File: src/hdl/swmm_pkg.sv
`default_nettype none

package swmm_pkg;

    localparam int SAMPLE_W = 16;
    localparam int MEAN_W   = 24;
    localparam int FRAC_W   = 8;

    // Sequencer states, one-hot.
    typedef enum logic [4:0] {
        ST_IDLE  = 5'b00001,
        ST_SCAN  = 5'b00010,
        ST_DRAIN = 5'b00100,
        ST_CALC  = 5'b01000,
        ST_WAIT  = 5'b10000
    } swmm_state_t;

    // Control from the sequencer to the statistics accumulator.
    typedef struct packed {
        logic clear;
        logic acc;
    } swmm_ctl_t;

endpackage

`default_nettype wire

File: src/hdl/swmm_ring.sv
`default_nettype none

module swmm_ring
    import swmm_pkg::*;
#(
    parameter int DEPTH = 256
) (
    input  wire logic                       clk,
    input  wire logic                       rst_n,
    input  wire logic                       wr_en,
    input  wire logic [SAMPLE_W-1:0]        wr_data,
    input  wire logic                       rd_en,
    input  wire logic [$clog2(DEPTH)-1:0]   rd_addr,
    output logic                            rd_valid,
    output logic [SAMPLE_W-1:0]             rd_value
);

    localparam int AW = $clog2(DEPTH);
    localparam int CW = $clog2(DEPTH + 1);

    logic [SAMPLE_W-1:0] mem [DEPTH];
    logic [SAMPLE_W-1:0] rd_data_reg;
    logic                rd_live_reg;
    logic                rd_valid_reg;
    logic [AW-1:0]       pos_reg;
    logic [AW-1:0]       pos_next;
    logic [CW-1:0]       fill_reg;
    logic [CW-1:0]       fill_next;

    // Writes go in order from entry zero, so every entry at or above the
    // fill count has never been written and reads as zero.
    always_comb
    begin
        pos_next  = (pos_reg == AW'(DEPTH - 1)) ? '0 : pos_reg + 1'b1;
        fill_next = (fill_reg == CW'(DEPTH)) ? fill_reg : fill_reg + 1'b1;
    end

    always_ff @(posedge clk or negedge rst_n)
    begin
        if (!rst_n)
        begin
            pos_reg      <= '0;
            fill_reg     <= '0;
            rd_valid_reg <= 1'b0;
        end
        else
        begin
            rd_valid_reg <= rd_en;
            if (wr_en)
            begin
                pos_reg  <= pos_next;
                fill_reg <= fill_next;
            end
        end
    end

    always_ff @(posedge clk)
    begin
        if (wr_en)
        begin
            mem[pos_reg] <= wr_data;
        end
        if (rd_en)
        begin
            rd_data_reg <= mem[rd_addr];
            rd_live_reg <= (CW'(rd_addr) < fill_reg);
        end
    end

    assign rd_valid = rd_valid_reg;
    assign rd_value = rd_live_reg ? rd_data_reg : '0;

endmodule

`default_nettype wire

File: src/hdl/swmm_stats.sv
`default_nettype none

module swmm_stats
    import swmm_pkg::*;
#(
    parameter int DEPTH = 256
) (
    input  wire logic                                 clk,
    input  wire logic                                 rst_n,
    input  wire swmm_ctl_t                            ctl,
    input  wire logic [SAMPLE_W-1:0]                  value,
    output logic [SAMPLE_W-1:0]                       min_val,
    output logic [SAMPLE_W-1:0]                       max_val,
    output logic [SAMPLE_W+$clog2(DEPTH)-1:0]         sum_val
);

    localparam int SUM_W = SAMPLE_W + $clog2(DEPTH);

    logic [SAMPLE_W-1:0] min_reg;
    logic [SAMPLE_W-1:0] max_reg;
    logic [SUM_W-1:0]    sum_reg;

    always_ff @(posedge clk or negedge rst_n)
    begin
        if (!rst_n)
        begin
            min_reg <= '1;
            max_reg <= '0;
            sum_reg <= '0;
        end
        else if (ctl.clear)
        begin
            min_reg <= '1;
            max_reg <= '0;
            sum_reg <= '0;
        end
        else if (ctl.acc)
        begin
            if (value < min_reg)
            begin
                min_reg <= value;
            end
            if (value > max_reg)
            begin
                max_reg <= value;
            end
            sum_reg <= sum_reg + SUM_W'(value);
        end
    end

    assign min_val = min_reg;
    assign max_val = max_reg;
    assign sum_val = sum_reg;

endmodule

`default_nettype wire

File: src/hdl/swmm_scale.sv
`default_nettype none

module swmm_scale
    import swmm_pkg::*;
#(
    parameter int DEPTH = 256
) (
    input  wire logic                               clk,
    input  wire logic                               rst_n,
    input  wire logic                               start,
    input  wire logic [SAMPLE_W+$clog2(DEPTH)-1:0]  sum,
    output logic                                    done,
    output logic [MEAN_W-1:0]                       mean
);

    localparam int  AW      = $clog2(DEPTH);
    localparam int  SUM_W   = SAMPLE_W + AW;
    localparam int  PW      = SUM_W + FRAC_W;
    localparam bit  IS_POW2 = ((DEPTH & (DEPTH - 1)) == 0);

    if (IS_POW2)
    begin : g_shift
        logic [MEAN_W-1:0] mean_reg;
        logic              done_reg;
        logic [PW-1:0]     scaled;

        assign scaled = {sum, {FRAC_W{1'b0}}} >> AW;

        always_ff @(posedge clk or negedge rst_n)
        begin
            if (!rst_n)
            begin
                done_reg <= 1'b0;
            end
            else if (start)
            begin
                done_reg <= 1'b1;
            end
        end

        always_ff @(posedge clk)
        begin
            if (start)
            begin
                mean_reg <= scaled[MEAN_W-1:0];
            end
        end

        assign done = done_reg;
        assign mean = mean_reg;
    end
    else
    begin : g_divide
        // Division by the constant depth through its reciprocal. With
        // m = ceil(2^(PW+AW) / DEPTH), which has PW + 1 bits, floor(x * m / 2^(PW+AW))
        // equals floor(x / DEPTH) for every x below 2^PW. The FRAC_W zero bits of
        // x are folded into the final shift. The product is built 16 bits of m
        // per cycle, most significant chunk first. The sum input holds still
        // while this runs.
        localparam int              CH_W  = 16;
        localparam int              RW    = PW + 1;
        localparam int              NCH   = (RW + CH_W - 1) / CH_W;
        localparam int              RCW   = NCH * CH_W;
        localparam int              ACC_W = SUM_W + RCW;
        localparam int              PRD_W = SUM_W + CH_W;
        localparam int              SHIFT = SUM_W + AW;
        localparam int              NW    = $clog2(NCH + 1);
        localparam longint unsigned RECIP =
            ((64'd1 << (PW + AW)) + 64'(DEPTH) - 64'd1) / 64'(DEPTH);

        logic [ACC_W-1:0] acc_reg;
        logic [RCW-1:0]   rcp_reg;
        logic [NW-1:0]    cnt_reg;
        logic             busy_reg;
        logic             done_reg;
        logic [PRD_W-1:0] partial;

        assign partial = PRD_W'(sum) * PRD_W'(rcp_reg[RCW-1 -: CH_W]);

        always_ff @(posedge clk or negedge rst_n)
        begin
            if (!rst_n)
            begin
                busy_reg <= 1'b0;
                done_reg <= 1'b0;
                cnt_reg  <= '0;
            end
            else if (start)
            begin
                busy_reg <= 1'b1;
                done_reg <= 1'b0;
                cnt_reg  <= NW'(NCH);
            end
            else if (busy_reg)
            begin
                cnt_reg <= cnt_reg - 1'b1;
                if (cnt_reg == NW'(1))
                begin
                    busy_reg <= 1'b0;
                    done_reg <= 1'b1;
                end
            end
        end

        always_ff @(posedge clk)
        begin
            if (start)
            begin
                acc_reg <= '0;
                rcp_reg <= RCW'(RECIP);
            end
            else if (busy_reg)
            begin
                acc_reg <= {acc_reg[ACC_W-CH_W-1:0], {CH_W{1'b0}}} + ACC_W'(partial);
                rcp_reg <= {rcp_reg[RCW-CH_W-1:0], {CH_W{1'b0}}};
            end
        end

        assign done = done_reg;
        assign mean = acc_reg[SHIFT +: MEAN_W];
    end

endmodule

`default_nettype wire

File: src/hdl/sliding_window_min_max_mean.sv
// Sliding-window minimum, maximum and mean over the last WINDOW_DEPTH samples
// (unsigned Q16.0). Each accepted sample overwrites the oldest ring entry; the
// block then walks every entry of the ring with one compare-and-add unit
// through the single read port of the sample memory, and takes no new sample
// until the item is finished. When the depth is not a power of two the mean
// is produced by multiplying with the constant reciprocal of the depth, 16
// bits of it per cycle. Entries not yet written since reset count as zero, so
// the minimum reads 0 until the ring has filled once; there is no clearing
// pass after reset. The mean is floor(sum * 256 / depth) in Q16.8. The input
// stall is high for the whole time an item is in work, and one finished
// result can wait in the output register while a new sample is taken.
`default_nettype none

module sliding_window_min_max_mean
    import swmm_pkg::*;
#(
    parameter int WINDOW_DEPTH = 256
) (
    input  wire logic                   clk,
    input  wire logic                   rst_n,
    input  wire logic                   in_valid,
    output logic                        in_stall,
    input  wire logic [SAMPLE_W-1:0]    sample,
    output logic                        out_valid,
    input  wire logic                   out_stall,
    output logic [SAMPLE_W-1:0]         window_min,
    output logic [SAMPLE_W-1:0]         window_max,
    output logic [MEAN_W-1:0]           window_mean
);

    localparam int AW    = $clog2(WINDOW_DEPTH);
    localparam int SUM_W = SAMPLE_W + AW;

    swmm_state_t          state_reg;
    swmm_state_t          state_next;
    logic [AW-1:0]        addr_reg;
    logic [AW-1:0]        addr_next;

    logic                 in_xfer;
    logic                 out_load;
    logic                 rd_en;
    logic                 rd_valid;
    logic [SAMPLE_W-1:0]  rd_value;
    logic [SAMPLE_W-1:0]  min_val;
    logic [SAMPLE_W-1:0]  max_val;
    logic [SUM_W-1:0]     sum_val;
    logic                 scale_start;
    logic                 scale_done;
    logic [MEAN_W-1:0]    mean_val;
    swmm_ctl_t            stats_ctl;

    logic                 out_valid_reg;
    logic [SAMPLE_W-1:0]  out_min_reg;
    logic [SAMPLE_W-1:0]  out_max_reg;
    logic [MEAN_W-1:0]    out_mean_reg;

    // New samples are taken only between items.
    assign in_stall = (state_reg != ST_IDLE);
    assign in_xfer  = in_valid && !in_stall;

    // The finished result moves to the output register once that register is
    // empty or its current transfer completes in this cycle.
    assign out_load = (state_reg == ST_WAIT) && scale_done
                      && (!out_valid_reg || !out_stall);

    assign rd_en       = (state_reg == ST_SCAN);
    assign scale_start = (state_reg == ST_CALC);

    // The statistics unit is cleared as the sample is taken and then fed
    // by every ring entry as it returns from the memory.
    assign stats_ctl.clear = in_xfer;
    assign stats_ctl.acc   = rd_valid;

    always_comb
    begin
        state_next = state_reg;
        addr_next  = addr_reg;
        case (state_reg)
            ST_IDLE:
            begin
                if (in_xfer)
                begin
                    state_next = ST_SCAN;
                    addr_next  = '0;
                end
            end
            ST_SCAN:
            begin
                if (addr_reg == AW'(WINDOW_DEPTH - 1))
                begin
                    state_next = ST_DRAIN;
                end
                else
                begin
                    addr_next = addr_reg + 1'b1;
                end
            end
            ST_DRAIN:
            begin
                // The last entry is being accumulated in this cycle.
                state_next = ST_CALC;
            end
            ST_CALC:
            begin
                state_next = ST_WAIT;
            end
            ST_WAIT:
            begin
                if (out_load)
                begin
                    state_next = ST_IDLE;
                end
            end
            default:
            begin
                state_next = ST_IDLE;
            end
        endcase
    end

    always_ff @(posedge clk or negedge rst_n)
    begin
        if (!rst_n)
        begin
            state_reg     <= ST_IDLE;
            addr_reg      <= '0;
            out_valid_reg <= 1'b0;
        end
        else
        begin
            state_reg <= state_next;
            addr_reg  <= addr_next;
            if (out_load)
            begin
                out_valid_reg <= 1'b1;
            end
            else if (!out_stall)
            begin
                out_valid_reg <= 1'b0;
            end
        end
    end

    always_ff @(posedge clk)
    begin
        if (out_load)
        begin
            out_min_reg  <= min_val;
            out_max_reg  <= max_val;
            out_mean_reg <= mean_val;
        end
    end

    swmm_ring #(
        .DEPTH (WINDOW_DEPTH)
    ) u_ring (
        .clk      (clk),
        .rst_n    (rst_n),
        .wr_en    (in_xfer),
        .wr_data  (sample),
        .rd_en    (rd_en),
        .rd_addr  (addr_reg),
        .rd_valid (rd_valid),
        .rd_value (rd_value)
    );

    swmm_stats #(
        .DEPTH (WINDOW_DEPTH)
    ) u_stats (
        .clk     (clk),
        .rst_n   (rst_n),
        .ctl     (stats_ctl),
        .value   (rd_value),
        .min_val (min_val),
        .max_val (max_val),
        .sum_val (sum_val)
    );

    swmm_scale #(
        .DEPTH (WINDOW_DEPTH)
    ) u_scale (
        .clk   (clk),
        .rst_n (rst_n),
        .start (scale_start),
        .sum   (sum_val),
        .done  (scale_done),
        .mean  (mean_val)
    );

    assign out_valid   = out_valid_reg;
    assign window_min  = out_min_reg;
    assign window_max  = out_max_reg;
    assign window_mean = out_mean_reg;

endmodule

`default_nettype wire

File: config.mk
export PLATFORM = sky130hd
export DESIGN_NAME = sliding_window_min_max_mean
export DESIGN_NICKNAME = d
export VERILOG_FILES = /design/src/hdl/swmm_pkg.sv /design/src/hdl/swmm_ring.sv /design/src/hdl/swmm_stats.sv /design/src/hdl/swmm_scale.sv /design/src/hdl/sliding_window_min_max_mean.sv
export SDC_FILE = /design/constraint.sdc
export NUM_CORES = 2
export LEC_CHECK = 0
export BUFFER_PORTS_ARGS = -buffer_cell sky130_fd_sc_hd__buf_4
export CORE_ASPECT_RATIO = 1.4
export CORE_MARGIN = 3
export CORE_UTILIZATION = 61
export DETAILED_ROUTE_END_ITERATION = 12
export PLACE_DENSITY = 0.77
export SYNTH_ARGS = -nofsm -noshare
export SYNTH_HDL_FRONTEND = slang
export SYNTH_SLANG_ARGS = --single-unit
File: constraint.sdc
create_clock -name clk -period 5.5 [get_ports clk]
set_input_delay 0.275 -clock clk [delete_from_list [all_inputs] [get_ports clk]]
set_output_delay 0.275 -clock clk [all_outputs]
set_load 0.1 [all_outputs]
=== Yosys cells after proc, flatten, opt, wreduce, memory -nomap -nowiden ===
Memories as Yosys holds them, arrays and structs flattened. A register that Yosys moved wholly into a read port is not among the register bits.
Cells that the tools add are included.

* Word-level logic and storage cells: 75
* Memory bits (read-only): 0
* Input bits: 20
* Memories kept: 1
* RAM bits: 4096
* Output and inout port bits: 58
* Latch bits: 0
* Register bits: 170

* Eq/ne operators: 14
* Div/mod/pow operators: 0
* Bitwise logic cells: 1
* $mul: 0
* Shifts and indexed selects: 0
* Multiplexer cells: 21
* Add/subtract/negate cells: 4
* Reductions and logical operators: 16
* $lt $le $gt $ge: 3

{| class="wikitable"
|+ Memories
! name !! words !! bits a word !! read ports !! clocked after Yosys merged registers in !! write ports !! line !! source
|-
| u_ring.mem || 256 || 16 || 1 || 1 || 1 || swmm_ring.sv:21 || <nowiki>logic [SAMPLE_W-1:0] mem [DEPTH];</nowiki>
|}

{| class="wikitable"
|+ Operators by type and width
! cell !! number
|-
| $mux 16 || 7
|-
| $mux 24 || 2
|-
| $pmux 5 s5 || 1
|-
| $add 24x16->24 || 1
|-
| $mux 8 || 3
|-
| $add 8x1->8 const B || 2
|-
| $eq 8x8->1 const B || 2
|-
| $gt 16x16->1 || 1
|-
| $lt 16x16->1 || 1
|-
| $pmux 8 s2 || 1
|-
| $mux 5 || 3
|-
| $add 9x1->9 const B || 1
|-
| $eq 9x9->1 const B || 1
|-
| $lt 8x9->1 || 1
|-
| $ne 2x2->1 const B || 4
|-
| $reduce_bool 2->1 || 4
|-
| $reduce_and 2->1 || 3
|-
| $reduce_and 3->1 || 2
|-
| $eq 5x1->1 const B || 1
|-
| $eq 5x2->1 const B || 1
|-
| $eq 5x3->1 const B || 1
|-
| $eq 5x4->1 const B || 1
|-
| $eq 5x5->1 const B || 1
|-
| $ne 5x1->1 const B || 1
|-
| 6 further kinds || 13
|}

=== Logic depth before layout (Yosys ltp) ===
* Depth in word-level cells: 5
* Gate-level depth with buffers: 15
* Depth with buffers taken out: 11

=== Modules after synthesis ===
Synthesis repeated with hierarchy kept, for this count alone.

* Cell total of the unflattened synthesis: 7916
* Area, all modules: 165194.7 um^2

{| class="wikitable"
|+ Modules (own cells, without submodules)
! module !! cells each !! area an instance (um^2) !! times used
|-
| swmm_ring || 7342 || 158099.1 || 1
|-
| swmm_stats || 414 || 3916.3 || 1
|-
| sliding_window_min_max_mean || 134 || 2427.3 || 1
|-
| swmm_scale || 26 || 752.0 || 1
|}

=== Worst setup path before layout ===
No wires, ideal clock.

* Kind: reg2reg
* Start: register out_valid_reg, in the netlist out_valid
* End: register out_max_reg[0], in the netlist window_max[0], enable pin
* Period minus slack after synthesis: 4088 ps
* Arrival: 3600 ps
* Cell stages (with the launch flop): 2
* Path slack: 1412 ps
* Cells stage by stage: dfrtp_1 a21oi_1

* Cells in the longest elaborated chain, start to end: 3

{| class="wikitable"
|+ RTL lines
! item !! line !! source
|-
| start: declaration || sliding_window_min_max_mean.sv:52 || <nowiki>logic out_valid_reg;</nowiki>
|-
| start signal: assignment || sliding_window_min_max_mean.sv:127 || <nowiki>out_valid_reg <= 1'b0;</nowiki>
|-
| start signal: assignment || sliding_window_min_max_mean.sv:135 || <nowiki>out_valid_reg <= 1'b1;</nowiki>
|-
| start signal: assignment || sliding_window_min_max_mean.sv:139 || <nowiki>out_valid_reg <= 1'b0;</nowiki>
|-
| $logic_not 1->1 || sliding_window_min_max_mean.sv:64 || <nowiki>&& (!out_valid_reg || !out_stall);</nowiki>
|-
| $logic_or 1x1->1 || sliding_window_min_max_mean.sv:64 ||
|-
| $logic_and 1x1->1 || sliding_window_min_max_mean.sv:64 ||
|-
| named net out_load || sliding_window_min_max_mean.sv:40 || <nowiki>logic out_load;</nowiki>
|-
| end signal: assignment || sliding_window_min_max_mean.sv:149 || <nowiki>out_max_reg <= max_val;</nowiki>
|-
| end: declaration || sliding_window_min_max_mean.sv:54 || <nowiki>logic [SAMPLE_W-1:0] out_max_reg;</nowiki>
|}

The timed path passes the listed nets, and every way through them passes these cells.
A chain may end at the register's enable or synchronous reset.

==> reports/metrics.csv <==
stage;metric;value;unit
worst_hold_path;Hold Path Origin;sample[12];
final_layout;layout cells sized above 1;28.7;%
worst_hold_path;Hold Path Class;in2reg;
logic_synthesis;ys async rst share;2.08;%
grt;largest net degree at the start of global routing;183;
detailed_routing;drt via density;7.32;
pwr;Leakage;57.9;nW
cts;cells resized by post-CTS repair;0;
die;core region area;269000;sq um
cts;CTS tree;yes;
final_layout;largest register by flop count;u_ring.mem;
grt;vias in the first global route;86100;
cts;Reg clk slew, reported paths;0.06;ns
critical_path;crit-path leading delay family;compound AO/OA/AOI/OAI gates;
timing;clk_skew;0.0682;ns
critical_path;Critical R2R Launch;addr_reg[0];
cts;CTS sink cnt;4282;
grt;Remaining Overflow, GRT;0;
placement;DPL Wire Length;249000;um
critical_path;r2r worst-path depth;10;
die;initial core utilization;61.5;%
grt;initial antenna violation count;28;
critical_path;crit-path cells;buf_12, buf_12, mux4_2, mux4_2, a22oi_1, o21ai_1, nor3_1, buf_4, a311o_1, o221ai_1;
detailed_routing;DRT Pass-1 Iters;6;
critical_path;crit path launch;addr_reg[0];
cts;clk buf depth;4;
final_layout;max reg flops;4096;
timing;setup total negative slack;0;ns
final_layout;fin nets;7938;
critical_path;largest stage delay on the critical path;0.98;ns
detailed_routing;drt initial violations;13900;
pwr;maximum vdd drop;0.374;mV
logic_synthesis;synthesized flop and latch total;4282;
timing;minimum clock period;5.06;ns
run_status;violated checks;negative hold slack;
logic_synthesis;count of different cell masters after synthesis;79;
critical_path;r2r endpoint;u_ring.rd_data_reg[1];
timing;maximum clock frequency;198;MHz
critical_path;Req. time, crit path;6.13;ns
worst_hold_path;Hold Path Sink;u_ring.mem[222][12];
logic_synthesis;sequential area share after synthesis;77.3;%
cts;H-tree Lvls;5;
detailed_routing;drt drc;0;
timing;final hold violation count;20;
logic_synthesis;Avg Inst Size Synth;22.5;sq um
critical_path;flop2flop setup slack;0.44;ns
logic_synthesis;Syn Inst Count;7375;
critical_path;worst-path maximum fanout;44;
pwr;PwrDens;432;nW/um^2
logic_synthesis;Synth area leader;edfxtp_1;
worst_hold_path;hold depth;1;
final_layout;fillcell total;15000;
detailed_routing;total wire length;457000;um
timing;# setup viols final;0;
timing;Worst slew margin;3.76;%
logic_synthesis;Syn Nets;7436;
flow_run;Max-Cap Viols;0;
critical_path;Worst path slowest cell;dfrtp_4;
critical_path;critical setup path kind;reg2reg;
die;Cell Rows;225;
die;IO Count;78;
pwr;power consumption;80.2;mW
placement;GPL Wtd Cong;0.887;
logic_synthesis;synth top area cells;edfxtp_1 (76%), mux4_2 (16%), dfrtp_1 (1.1%), mux2i_1 (0.95%), nor2_1 (0.83%);
logic_synthesis;synthesized cell area;166000;sq um
logic_synthesis;Synth Flop Type;edfxtp_1;
cts;Worst-Skew Late Latency;0.94;ns
timing;RSZ-0062 raised after global routing;no;
detailed_routing;routed len/inst;39.1;um
die;die width;447;um
placement;port bufs;77;
detailed_routing;antenna-violating nets left;0;
logic_synthesis;Synth top area share;75.9;%
critical_path;CP arrival;5.69;ns
timing;final period utilization;92.0;%
cts;CTS buffer count;377;
grt;GRT Util Overall;33.2;%
timing;Worst Tran Pin Value;1.42;ns
critical_path;Worst setup SP type;flip-flop;
final_layout;commonest non-fill, non-tap cell in the layout;edfxtp_1;
run_status;status;complete, but fails checks;
grt;first-pass GRT wire length;650000;um
critical_path;worst path bufs/invs;3;
logic_synthesis;Post-synth EDFFs;4193;
die;total die area;278000;sq um
cts;clk root buf;clkbuf_16;
logic_synthesis;Syn. warnings;0;
detailed_routing;vias;85600;
final_layout;most frequent cells in the layout;edfxtp_1 (4,193), mux4_2 (1,154), buf_4 (475);
die;Die Ht;623;um
critical_path;crit end category;flip-flop;
final_layout;Area Growth Syn to Fin;11.8;%
timing;Min Hold Slack;-0.0178;ns
timing;fin. max-slew vios;0;
[worst max path at each step]
| stage | to | slack [ns] | cells past startpoint |
|---|---|---|---|
| floorplan | window_max[0] | 1.41 | 1 |
| global placement | u_ring.rd_data_reg[1] | 0.68 | 10 |
| detailed placement | u_ring.rd_data_reg[1] | 0.67 | 10 |
| CTS | u_ring.rd_data_reg[1] | 0.65 | 10 |
| global route | u_ring.rd_data_reg[1] | 0.36 | 10 |
| finish | u_ring.rd_data_reg[1] | 0.44 | 10 |
[power by group]
part           internal, mW  switching [mW]
Clock                  15.2            11.7
Combinational          7.52            9.00
Sequential             36.3           0.517
[cell usage after synthesis, types with 19 or more instances]
master	count
a211oi_1	21
a21oi_1	72
a221oi_1	43
a22o_1	31
a22oi_1	62
a31oi_1	23
buf_1	27
buf_2	135
buf_4	42
buf_6	32
clkbuf_1	186
dfrtp_1	72
edfxtp_1	4193
ha_1	41
inv_1	42
mux2_2	20
mux2i_1	158
mux4_2	1154
nand2_1	169
nand3_1	37
nor2_1	365
nor2b_1	24
nor3_1	25
o211ai_1	19
o21ai_0	65
o221ai_1	21
o22ai_1	20
xnor2_1	31
[what timing repair did]
action / CTS / global route
setup endpoints to repair: 0 / 0
setup buffers: 0 / 0
hold endpoints to repair: 334 / 0
hold buffers: 11 / 0
[cell type report]
| class | instances | area (sq um) | area share, % |
|---|---|---|---|
| multi-input combinational | 2625 | 35500 | 19.1 |
| tap | 3518 | 4400 | 2.37 |
| clock inverter | 206 | 2310 | 1.25 |
| sequential | 4282 | 128000 | 69.1 |
| clock buffer | 457 | 9970 | 5.38 |
| antenna | 12 | 30.0 | 0.0162 |
| inverter | 44 | 173 | 0.0932 |
| timing repair buffer | 547 | 4810 | 2.59 |
[logic make-up after synthesis]
kind of cell	count (synthesis)	synth area share [%]
DFF	4282	77.3
muxes	1332	16.8
and+or+nand+nor	719	1.89
AOI/OAI and AO/OA	481	2.05
buffers and inverters	468	1.41
xor gates and xnor gates	49	0.259
adders and majority gates	44	0.328
[per-stage QoR]
| stage | setup WS [ns] | area, sq um | utilization [%] | hold slack, ns | cells |
|---|---|---|---|---|---|
| global placement | 0.682 | 173000 | 64.2 | 0.358 | 11000 |
| floorplan | 1.41 | 166000 | - | -0.0206 | 7375 |
| finish | 0.439 | 185000 | 68.8 | -0.0178 | 11700 |
| global route | 0.357 | 185000 | 68.8 | 0.0151 | 11700 |
| CTS | 0.652 | 185000 | 68.8 | 0.00412 | 11700 |
| detailed placement | 0.670 | 173000 | 64.2 | 0.360 | 11000 |
[layer usage]
layer  part of all wire (%)  track usage, %  up-vias
met5                  0.030               0        -
met4                    7.1            18.8       20
met3                     12            7.51     1595
met2                     49            53.2     7478
met1                     32            42.6    44400
li1                       -               -    32100
Power figures use the tool's default switching activity.
